$ cat src/rtl/public_id_urn_encoder_unit_macros.svh
// Assertion macros used by the URN encoder back end.
`ifndef PUBLIC_ID_URN_ENCODER_UNIT_MACROS_SVH
`define PUBLIC_ID_URN_ENCODER_UNIT_MACROS_SVH

// same-cycle implication, ignored while reset is held
`define URNENC_ASSERT_IMP(lbl, clk, rst_n, ante, cons) \
    lbl: assert property (@(posedge clk) disable iff (!rst_n) (ante) |-> (cons)) \
        else $error("urnenc: implication failed");

// next-cycle implication, ignored while reset is held
`define URNENC_ASSERT_NXT(lbl, clk, rst_n, ante, cons) \
    lbl: assert property (@(posedge clk) disable iff (!rst_n) (ante) |=> (cons)) \
        else $error("urnenc: next-cycle implication failed");

`endif

$ cat src/rtl/urnenc_pkg.sv
// Types, character codes and helper functions for the URN encoder.
`timescale 1ns / 1ps
`default_nettype none

package urnenc_pkg;

    localparam int PREFIX_LEN = 13;
    localparam int IDX_W      = 4;
    localparam int CMDQ_DEPTH = 4;
    localparam int CMDQ_AW    = 2;

    localparam logic [7:0] CH_SPACE = 8'h20;
    localparam logic [7:0] CH_TAB   = 8'h09;
    localparam logic [7:0] CH_CR    = 8'h0D;
    localparam logic [7:0] CH_PLUS  = 8'h2B;
    localparam logic [7:0] CH_PCT   = 8'h25;
    localparam logic [7:0] CH_COLON = 8'h3A;
    localparam logic [7:0] CH_SLASH = 8'h2F;
    localparam logic [7:0] CH_SEMI  = 8'h3B;
    localparam logic [7:0] CH_APOS  = 8'h27;
    localparam logic [7:0] CH_QUEST = 8'h3F;
    localparam logic [7:0] CH_HASH  = 8'h23;

    localparam logic [IDX_W-1:0] IDX_PREFIX_LAST = IDX_W'(PREFIX_LEN - 1);
    localparam logic [IDX_W-1:0] IDX_ESC_LAST    = IDX_W'(2);
    localparam logic [IDX_W-1:0] IDX_ZERO        = IDX_W'(0);

    typedef enum logic [1:0] {
        PAIR_NONE,
        PAIR_COLON,
        PAIR_SLASH
    } pair_t;

    typedef enum logic [1:0] {
        MAIN_NONE,
        MAIN_CHAR,
        MAIN_ESC
    } main_t;

    // back-end sequencing, in emission order
    typedef enum logic [2:0] {
        PH_START,
        PH_PREFIX,
        PH_PLUS,
        PH_FLUSH,
        PH_MAIN,
        PH_FLUSH2,
        PH_END,
        PH_DONE
    } phase_t;

    // one command per input beat that produces any output characters
    typedef struct packed {
        logic       prefix;
        logic       plus;
        pair_t      flush;
        main_t      main_kind;
        logic [7:0] ch;
        pair_t      flush2;
        logic       fin;
    } cmd_t;

    function automatic logic [7:0] prefix_char(input logic [IDX_W-1:0] idx);
        logic [7:0] c;
        unique case (idx)
            4'd0:    c = 8'h75; // u
            4'd1:    c = 8'h72; // r
            4'd2:    c = 8'h6E; // n
            4'd3:    c = 8'h3A; // :
            4'd4:    c = 8'h70; // p
            4'd5:    c = 8'h75; // u
            4'd6:    c = 8'h62; // b
            4'd7:    c = 8'h6C; // l
            4'd8:    c = 8'h69; // i
            4'd9:    c = 8'h63; // c
            4'd10:   c = 8'h69; // i
            4'd11:   c = 8'h64; // d
            4'd12:   c = 8'h3A; // :
            default: c = 8'h3A;
        endcase
        return c;
    endfunction

    function automatic logic [7:0] hex_digit(input logic [3:0] n);
        logic [7:0] c;
        if (n < 4'd10) begin
            c = 8'h30 + {4'h0, n};
        end else begin
            c = 8'h37 + {4'h0, n};
        end
        return c;
    endfunction

    // character idx of the three-character escape of c
    function automatic logic [7:0] esc_char(input logic [7:0] c, input logic [IDX_W-1:0] idx);
        logic [7:0] r;
        unique case (idx)
            4'd0:    r = CH_PCT;
            4'd1:    r = hex_digit(c[7:4]);
            default: r = hex_digit(c[3:0]);
        endcase
        return r;
    endfunction

    function automatic logic [7:0] pair_char(input pair_t p);
        return (p == PAIR_SLASH) ? CH_SLASH : CH_COLON;
    endfunction

    // first phase after p that this command actually uses
    function automatic phase_t next_phase(input phase_t p, input cmd_t c);
        phase_t n;
        n = PH_DONE;
        if (p < PH_END && c.fin)                   n = PH_END;
        if (p < PH_FLUSH2 && c.flush2 != PAIR_NONE) n = PH_FLUSH2;
        if (p < PH_MAIN && c.main_kind != MAIN_NONE) n = PH_MAIN;
        if (p < PH_FLUSH && c.flush != PAIR_NONE)   n = PH_FLUSH;
        if (p < PH_PLUS && c.plus)                  n = PH_PLUS;
        if (p < PH_PREFIX && c.prefix)              n = PH_PREFIX;
        return n;
    endfunction

endpackage

`default_nettype wire

$ cat src/rtl/urnenc_front.sv
// Front end: accepts characters, tracks whitespace and pair state, issues commands.
`timescale 1ns / 1ps
`default_nettype none

module urnenc_front (
    input  wire                logic       aclk,
    input  wire                logic       aresetn,
    input  wire                logic       s_tvalid,
    output                     logic       s_tready,
    input  wire                logic [7:0] s_tdata,  // [7:0] char_in
    input  wire                logic       s_tuser,  // has_char
    input  wire                logic       s_tlast,  // end_of_id
    input  wire                logic       cmd_ready,
    output                     logic       cmd_push,
    output urnenc_pkg::cmd_t               cmd
);
    import urnenc_pkg::*;

    logic  prefix_sent_reg, prefix_sent_next;
    logic  body_started_reg, body_started_next;
    logic  space_pending_reg, space_pending_next;
    pair_t pair_reg, pair_next;

    logic  accept;
    logic  is_ws;
    logic  needs_esc;
    pair_t pair_mid;

    assign s_tready = cmd_ready;
    assign accept   = s_tvalid && cmd_ready;
    assign is_ws    = (s_tdata == CH_SPACE) || (s_tdata >= CH_TAB && s_tdata <= CH_CR);

    always_comb begin
        unique case (s_tdata) inside
            CH_PCT, CH_SEMI, CH_APOS, CH_QUEST, CH_HASH, CH_PLUS: needs_esc = 1'b1;
            default:                                              needs_esc = 1'b0;
        endcase
    end

    always_comb begin
        cmd                = '0;
        cmd.flush          = PAIR_NONE;
        cmd.main_kind      = MAIN_NONE;
        cmd.flush2         = PAIR_NONE;
        cmd.ch             = s_tdata;
        prefix_sent_next   = prefix_sent_reg;
        body_started_next  = body_started_reg;
        space_pending_next = space_pending_reg;
        pair_mid           = pair_reg;

        if (s_tuser || s_tlast) begin
            cmd.prefix       = !prefix_sent_reg;
            prefix_sent_next = 1'b1;
        end

        if (s_tuser) begin
            if (is_ws) begin
                if (body_started_reg) begin
                    cmd.flush          = pair_reg;
                    pair_mid           = PAIR_NONE;
                    space_pending_next = 1'b1;
                end
            end else begin
                cmd.plus           = space_pending_reg;
                space_pending_next = 1'b0;
                body_started_next  = 1'b1;
                if (s_tdata == CH_COLON) begin
                    if (pair_reg == PAIR_COLON) begin
                        cmd.main_kind = MAIN_CHAR;
                        cmd.ch        = CH_SEMI;
                        pair_mid      = PAIR_NONE;
                    end else begin
                        cmd.flush = pair_reg;
                        pair_mid  = PAIR_COLON;
                    end
                end else if (s_tdata == CH_SLASH) begin
                    if (pair_reg == PAIR_SLASH) begin
                        cmd.main_kind = MAIN_CHAR;
                        cmd.ch        = CH_COLON;
                        pair_mid      = PAIR_NONE;
                    end else begin
                        cmd.flush = pair_reg;
                        pair_mid  = PAIR_SLASH;
                    end
                end else begin
                    cmd.flush     = pair_reg;
                    pair_mid      = PAIR_NONE;
                    cmd.main_kind = needs_esc ? MAIN_ESC : MAIN_CHAR;
                end
            end
        end

        pair_next = pair_mid;
        if (s_tlast) begin
            // end of string: flush what is left and return to the idle state
            cmd.flush2         = pair_mid;
            cmd.fin            = 1'b1;
            pair_next          = PAIR_NONE;
            prefix_sent_next   = 1'b0;
            body_started_next  = 1'b0;
            space_pending_next = 1'b0;
        end
    end

    assign cmd_push = accept && (cmd.prefix || cmd.plus || cmd.flush != PAIR_NONE ||
                                 cmd.main_kind != MAIN_NONE || cmd.flush2 != PAIR_NONE ||
                                 cmd.fin);

    always_ff @(posedge aclk) begin
        if (!aresetn) begin
            prefix_sent_reg   <= 1'b0;
            body_started_reg  <= 1'b0;
            space_pending_reg <= 1'b0;
            pair_reg          <= PAIR_NONE;
        end else if (accept) begin
            prefix_sent_reg   <= prefix_sent_next;
            body_started_reg  <= body_started_next;
            space_pending_reg <= space_pending_next;
            pair_reg          <= pair_next;
        end
    end

endmodule

`default_nettype wire

$ cat src/rtl/urnenc_cmd_fifo.sv
// Short command queue between the front and back ends.
`timescale 1ns / 1ps
`default_nettype none

module urnenc_cmd_fifo (
    input  wire              logic aclk,
    input  wire              logic aresetn,
    input  wire              logic push,
    input  wire urnenc_pkg::cmd_t  wr_cmd,
    output                   logic not_full,
    input  wire              logic pop,
    output                   logic not_empty,
    output urnenc_pkg::cmd_t       rd_cmd
);
    import urnenc_pkg::*;

    cmd_t               entry_reg [CMDQ_DEPTH];
    logic [CMDQ_AW-1:0] wr_ptr_reg, wr_ptr_next;
    logic [CMDQ_AW-1:0] rd_ptr_reg, rd_ptr_next;
    logic [CMDQ_AW:0]   count_reg, count_next;
    logic               do_push, do_pop;

    assign not_full  = count_reg != (CMDQ_AW + 1)'(CMDQ_DEPTH);
    assign not_empty = count_reg != '0;
    assign do_push   = push && not_full;
    assign do_pop    = pop && not_empty;
    assign rd_cmd    = entry_reg[rd_ptr_reg];

    always_comb begin
        wr_ptr_next = do_push ? wr_ptr_reg + CMDQ_AW'(1) : wr_ptr_reg;
        rd_ptr_next = do_pop ? rd_ptr_reg + CMDQ_AW'(1) : rd_ptr_reg;
        count_next  = count_reg;
        if (do_push && !do_pop) begin
            count_next = count_reg + (CMDQ_AW + 1)'(1);
        end else if (do_pop && !do_push) begin
            count_next = count_reg - (CMDQ_AW + 1)'(1);
        end
    end

    always_ff @(posedge aclk) begin
        if (!aresetn) begin
            wr_ptr_reg <= '0;
            rd_ptr_reg <= '0;
            count_reg  <= '0;
        end else begin
            wr_ptr_reg <= wr_ptr_next;
            rd_ptr_reg <= rd_ptr_next;
            count_reg  <= count_next;
        end
    end

    always_ff @(posedge aclk) begin
        if (do_push) begin
            entry_reg[wr_ptr_reg] <= wr_cmd;
        end
    end

endmodule

`default_nettype wire

$ cat src/rtl/urnenc_back.sv
// Back end: expands commands into characters, one-character hold-back, output register.
`timescale 1ns / 1ps
`default_nettype none
`include "public_id_urn_encoder_unit_macros.svh"

module urnenc_back (
    input  wire              logic       aclk,
    input  wire              logic       aresetn,
    input  wire              logic       cmd_valid,
    input  wire urnenc_pkg::cmd_t        cmd,
    output                   logic       cmd_pop,
    output                   logic       m_tvalid,
    input  wire              logic       m_tready,
    output                   logic [7:0] m_tdata,  // [7:0] char_out
    output                   logic       m_tuser,  // end_of_urn
    output                   logic       m_tlast   // last_of_run
);
    import urnenc_pkg::*;

    phase_t           phase_reg, phase_next;
    logic [IDX_W-1:0] idx_reg, idx_next;
    logic [7:0]       held_reg, held_next;
    logic             held_valid_reg, held_valid_next;
    logic             out_valid_reg, out_valid_next;
    logic [7:0]       out_char_reg, out_char_next;
    logic             out_last_reg, out_last_next;
    logic             out_end_reg, out_end_next;

    phase_t           cur_phase, after_phase;
    logic [IDX_W-1:0] last_idx;
    logic             phase_last, cmd_last, is_end_step;
    logic [7:0]       emit_char;
    logic             push, slot_free, fire;

    always_comb begin
        cur_phase   = (phase_reg == PH_START) ? next_phase(PH_START, cmd) : phase_reg;
        after_phase = next_phase(cur_phase, cmd);
        unique case (cur_phase)
            PH_PREFIX:            last_idx = IDX_PREFIX_LAST;
            PH_FLUSH, PH_FLUSH2:  last_idx = IDX_ESC_LAST;
            PH_MAIN:              last_idx = (cmd.main_kind == MAIN_ESC) ? IDX_ESC_LAST : IDX_ZERO;
            default:              last_idx = IDX_ZERO;
        endcase
        unique case (cur_phase)
            PH_PREFIX: emit_char = prefix_char(idx_reg);
            PH_PLUS:   emit_char = CH_PLUS;
            PH_FLUSH:  emit_char = esc_char(pair_char(cmd.flush), idx_reg);
            PH_FLUSH2: emit_char = esc_char(pair_char(cmd.flush2), idx_reg);
            PH_MAIN:   emit_char = (cmd.main_kind == MAIN_ESC) ? esc_char(cmd.ch, idx_reg)
                                                               : cmd.ch;
            default:   emit_char = cmd.ch;
        endcase
        phase_last  = idx_reg == last_idx;
        cmd_last    = phase_last && (after_phase == PH_DONE);
        is_end_step = cur_phase == PH_END;
        // a character leaves only once the next one displaces it, or at the end
        push        = is_end_step || held_valid_reg;
        slot_free   = !out_valid_reg || m_tready;
        fire        = cmd_valid && (!push || slot_free);
    end

    assign cmd_pop = fire && cmd_last;

    // next state
    always_comb begin
        phase_next = phase_reg;
        idx_next   = idx_reg;
        if (fire) begin
            if (cmd_last) begin
                phase_next = PH_START;
                idx_next   = IDX_ZERO;
            end else if (phase_last) begin
                phase_next = after_phase;
                idx_next   = IDX_ZERO;
            end else begin
                phase_next = cur_phase;
                idx_next   = idx_reg + IDX_W'(1);
            end
        end
    end

    // outputs and data path
    always_comb begin
        held_next       = held_reg;
        held_valid_next = held_valid_reg;
        out_valid_next  = out_valid_reg;
        out_char_next   = out_char_reg;
        out_last_next   = out_last_reg;
        out_end_next    = out_end_reg;
        if (fire) begin
            if (is_end_step) begin
                held_valid_next = 1'b0;
            end else begin
                held_next       = emit_char;
                held_valid_next = 1'b1;
            end
        end
        if (fire && push) begin
            out_valid_next = 1'b1;
            out_char_next  = held_reg;
            out_last_next  = cmd_last;
            out_end_next   = is_end_step;
        end else if (m_tready) begin
            out_valid_next = 1'b0;
        end
    end

    always_ff @(posedge aclk) begin
        if (!aresetn) begin
            phase_reg      <= PH_START;
            idx_reg        <= IDX_ZERO;
            held_valid_reg <= 1'b0;
            out_valid_reg  <= 1'b0;
        end else begin
            phase_reg      <= phase_next;
            idx_reg        <= idx_next;
            held_valid_reg <= held_valid_next;
            out_valid_reg  <= out_valid_next;
        end
    end

    always_ff @(posedge aclk) begin
        held_reg     <= held_next;
        out_char_reg <= out_char_next;
        out_last_reg <= out_last_next;
        out_end_reg  <= out_end_next;
    end

    assign m_tvalid = out_valid_reg;
    assign m_tdata  = out_char_reg;
    assign m_tuser  = out_end_reg;
    assign m_tlast  = out_last_reg;

    `URNENC_ASSERT_IMP(a_end_is_last, aclk, aresetn, out_valid_reg && out_end_reg, out_last_reg)
    `URNENC_ASSERT_IMP(a_end_has_held, aclk, aresetn, cmd_valid && is_end_step, held_valid_reg)
    `URNENC_ASSERT_IMP(a_idx_range, aclk, aresetn, 1'b1, idx_reg <= IDX_PREFIX_LAST)
    `URNENC_ASSERT_NXT(a_end_drains, aclk, aresetn, fire && is_end_step, !held_valid_reg)

endmodule

`default_nettype wire

$ cat src/rtl/public_id_urn_encoder_unit.sv
// Top level of the public identifier to URN encoder.
`timescale 1ns / 1ps
`default_nettype none

// Public identifier to URN encoder. Each input beat carries one character (s_tuser
// set) and/or closes the identifier (s_tlast set). The output is the URN one
// character per beat: "urn:publicid:" once per identifier, whitespace runs trimmed
// at the ends and folded to '+' inside, % ; ' ? # + escaped, "::" to ';', "//" to
// ':', lone ':' and '/' escaped. Output is held back by one character so that the
// final character of the URN carries m_tuser; m_tlast marks the last beat caused by
// an input beat, and a beat may cause none. The front end takes one input beat per
// cycle while its four-entry command queue has room; the back end then sends one
// output character per cycle while m_tready allows, and an input beat yields one
// character for a plain character, three for an escape and thirteen more for the
// prefix at the start of an identifier.
module public_id_urn_encoder_unit (
    input  wire  logic       aclk,
    input  wire  logic       aresetn,
    input  wire  logic       s_tvalid,
    output       logic       s_tready,
    input  wire  logic [7:0] s_tdata,  // [7:0] char_in
    input  wire  logic       s_tuser,  // has_char
    input  wire  logic       s_tlast,  // end_of_id
    output       logic       m_tvalid,
    input  wire  logic       m_tready,
    output       logic [7:0] m_tdata,  // [7:0] char_out
    output       logic       m_tuser,  // end_of_urn
    output       logic       m_tlast   // last_of_run
);
    import urnenc_pkg::*;

    cmd_t front_cmd;
    cmd_t queue_cmd;
    logic front_push;
    logic queue_not_full;
    logic queue_not_empty;
    logic back_pop;

    urnenc_front u_front (
        .aclk      (aclk),
        .aresetn   (aresetn),
        .s_tvalid  (s_tvalid),
        .s_tready  (s_tready),
        .s_tdata   (s_tdata),
        .s_tuser   (s_tuser),
        .s_tlast   (s_tlast),
        .cmd_ready (queue_not_full),
        .cmd_push  (front_push),
        .cmd       (front_cmd)
    );

    urnenc_cmd_fifo u_cmd_fifo (
        .aclk      (aclk),
        .aresetn   (aresetn),
        .push      (front_push),
        .wr_cmd    (front_cmd),
        .not_full  (queue_not_full),
        .pop       (back_pop),
        .not_empty (queue_not_empty),
        .rd_cmd    (queue_cmd)
    );

    urnenc_back u_back (
        .aclk      (aclk),
        .aresetn   (aresetn),
        .cmd_valid (queue_not_empty),
        .cmd       (queue_cmd),
        .cmd_pop   (back_pop),
        .m_tvalid  (m_tvalid),
        .m_tready  (m_tready),
        .m_tdata   (m_tdata),
        .m_tuser   (m_tuser),
        .m_tlast   (m_tlast)
    );

endmodule

`default_nettype wire

$ cat config.mk
export PLATFORM = sky130hd
export DESIGN_NAME = public_id_urn_encoder_unit
export DESIGN_NICKNAME = d
export VERILOG_FILES = /design/src/rtl/urnenc_pkg.sv /design/src/rtl/urnenc_front.sv /design/src/rtl/urnenc_cmd_fifo.sv /design/src/rtl/urnenc_back.sv /design/src/rtl/public_id_urn_encoder_unit.sv
export VERILOG_INCLUDE_DIRS = /design/src /design/src/rtl
export SDC_FILE = /design/constraint.sdc
export NUM_CORES = 1
export LEC_CHECK = 0
export BUFFER_PORTS_ARGS = -buffer_cell sky130_fd_sc_hd__buf_4
export CORE_UTILIZATION = 35
export CTS_BUF_LIST = sky130_fd_sc_hd__clkbuf_4 sky130_fd_sc_hd__clkbuf_8
export DETAILED_ROUTE_END_ITERATION = 10
export GPL_TIMING_DRIVEN = 0
export PLACE_DENSITY_LB_ADDON = 0.25
export SETUP_SLACK_MARGIN = 0.02
export SYNTH_ARGS = -nofsm -noshare
export SYNTH_HDL_FRONTEND = slang
export SYNTH_SLANG_ARGS = --single-unit
$ cat constraint.sdc
create_clock -name aclk -period 13.3 [get_ports aclk]
set_input_delay 1.995 -clock aclk [delete_from_list [all_inputs] [get_ports aclk]]
set_output_delay 1.995 -clock aclk [all_outputs]
set_load 0.01 [all_outputs]
==> impl_results.md <==
- CTS Hold Bufs: 0
- NumNets Final: 591
- Most frequent cells in the layout: 86 x edfxtp_1, 46 x nor2_1, 40 x nand2_1
- Net count of the mapped netlist: 548
- Setup TNS: 0 ps
- CP startpoint kind: flop
- Die width: about 130 um
- Max VDD drop: ~70 uV
- Post-DRT Antenna Nets: 0
- CTS HTree Levels: 4
- Pre-Repair DR Iteration Count: 5
- Max_slew headroom: 0.336
- Detail-routed via count per cell: 5.43
- Routability Congestion: between 0.8 and 0.9
- All-Layer GR Usage: 0.168
- Global-route wire length before repair: 22400 um
- Avg Cell Area, Syn: approximately 11 um^2
- CP required: roughly 14000 ps
- Largest net degree at the start of global routing: 18
- Worst-path clk slew: 70 ps
- Worst-Margin Slew: about 1000 ps
- Status: finished clean
- Clock network fraction of total power: 0.247
- Die ar.: ~0.018 mm^2
- Worst Path Class, Setup: reg2reg
- Synth Cell Area: just under 0.006 mm^2
- Cell area after layout: 0.00681 mm^2
- Combinational power share: 0.383
- Io pins: 26
- Max-Cap Viols: 0
- Netlist cell types: 77
- Commonest non-fill, non-tap cell in the layout: edfxtp_1
- Worst hold path startpoint: u_back.held_reg[6]$_DFFE_PP_
- Initial antenna violation count: 0
- Max Slew Vio Count: 0
- Area added between synthesis and finish: 14.3%
- Initial Utilization: 0.359
- Post-route clock period utilization: 0.435
- First-iteration detailed-routing DRC count: 278
- LEAKAGE: 0.00237 uW
- # port buffers: 24
- Crit end category: flop
- Vias in the first global route: between 4k and 5k
- Max Freq: 173 MHz
- Drt drc: 0
- RSZ-0062 raised after global routing: no
- Worst clock skew: 16.6 ps
- Gr ovfl total: 0
- TritonCTS clock tree: done
- Syn Inst Count: between 500 and 600
- Post-synth ARST share: 0
- Worst hold path type: reg2reg
- Area taken by multi-input logic gates: approximately 0.0026 mm^2
- YS warnings: 0
- Share of cells above drive strength 1: 0.170
- Total number of vias: 4319
- Final WL: 13700 um
- Fill count: 1614
- Final min period: 5790 ps
- CP Cell Sequence: clkbuf_2 -> buf_1 -> mux4_2 -> nor2_4 -> a21oi_1 -> o21ai_0 -> clkinv_1 -> ha_1 -> nand3b_1 -> or3_1 -> clkbuf_1 -> a21oi_2 -> o21ai_1 -> nor2_1 -> inv_1 -> ha_1 -> inv_1 -> fa_1 -> xor2_1 -> or3_1 -> a21oi_1
- Post-CTS sizing: 0
- Die Y: 132 um
- Post-synthesis sequential area ratio: 0.531
- Crit-path max cell delay: roughly 540 ps
- Detailed Place HPWL: ~9900 um
- Slowest stage cell, crit path: buf_1
- PD cells: 194 mW/mm^2
- Top FF cell, synth: edfxtp_1
- Post-CTS Setup Inserts: 0
- Switching Share: 0.377
- P_int: 823 uW
- Clock buffer depth: 2
- Antenna cells: 0
- Worst-Skew Late Latency: 450 ps
- Switching pwr: a little under 500 uW
- Max reg flops: 68
- CP Max Fanout: 10
- WP data arrival: 6160 ps
- Flop pwr share: 0.370
- Final Hold Viols: 0
- Num CTS Buffers: 17
- Sinks on Clock Net: about 120
- Post-synth EDFFs: 86
- Core area: 0.0166 mm^2
- FF+latch count, synth: 115
- Dpl cell area: 0.00641 mm^2
- Root Buffer: clkbuf_8
- # setup viols final: 0
- Row count: 47
- Area occupied by registers: ~0.0032 mm^2
- Routed WL per cell: 17.2 um
power groups by stage:
stage	Clock (uW)	Sequential [uW]	Combinational (uW)
after CTS	333	489	502
after global routing	351	494	556
after floorplan	0	492	359
after detailed placement	0	496	498
after global placement	0	494	494
final	326	488	505
critical path, delay by kind of cell (launching register included):
kind | cells | cell delay (ps)
flops | 1 | 310
simple gates | 5 | 1030
compound gates | 5 | 1160
xor+xnor | 1 | 160
buf+inv | 6 | 1570
fa+ha+maj | 3 | 990
mux | 1 | 460
final cells by class:
| type | count | area share |
|---|---|---|
| Buffer | 21 | 0.0153 |
| Clock buffer | 20 | 0.0395 |
| Clock inverter | 12 | 0.0189 |
| Inverter | 24 | 0.0132 |
| Multi-Input combinational cell | 359 | 0.381 |
| Sequential cell | 115 | 0.465 |
| Tap cell | 220 | 0.0404 |
| Timing Repair Buffer | 24 | 0.0265 |
metal layers:
layer	part of all wire	GRT usage	vias to the layer above
li1	-	-	2075
met4	0.013	0.0619	0
met3	0.040	0.0437	20
met1	0.46	0.207	2113
met2	0.49	0.283	111
met5	0	0	-
through the flow:
step,setup WS [ps],util,cells,hold WS [ps],power (uW)
finish,7510,0.410,795,419,1320
global route,7070,0.410,795,425,1400
floorplan,8240,-,519,400,852
detailed placement,7500,0.386,763,405,994
global placement,7600,0.386,763,405,988
CTS,7450,0.410,795,420,1320
synthesized netlist by cell type (5+ instances only):
cell type	n	share of area
a21oi_1	30	0.025
mux4_2	16	0.061
nand3_1	8	0.0067
a31oi_1	8	0.0084
nand2b_1	7	0.0074
nand2_1	40	0.025
ha_1	14	0.029
mux2i_1	9	0.015
edfxtp_1	86	0.43
o21ai_1	5	0.0042
dfxtp_1	29	0.098
nor2b_1	8	0.0084
clkbuf_1	15	0.0095
o21ai_0	23	0.019
inv_1	22	0.014
o31ai_1	6	0.0076
and3_1	7	0.0074
nor3_1	14	0.012
nor2_1	46	0.029
and2_1	13	0.014
a21o_1	5	0.0063
a211oi_1	8	0.010
final timing paths:
kind | to | slack, ps | cells past startpoint
worst max register to register | u_cmd_fifo.count_reg[2]$_SDFFE_PN0P_ | 7510 | 21
worst max-delay path | u_cmd_fifo.count_reg[2]$_SDFFE_PN0P_ | 7510 | 21
worst min-delay path | u_back.m_tdata[6]$_DFFE_PP_ | 420 | 0
worst min register to register | u_back.m_tdata[6]$_DFFE_PP_ | 420 | 0
cell families after synthesis:
logic type / synth area share
compound gates: 0.152
xor+xnor: 0.0103
fa+ha+maj: 0.0328
buf+inv: 0.0326
flops: 0.531
mux: 0.0858
simple gates: 0.156
Note: power is estimated with default switching activity, not from simulation.
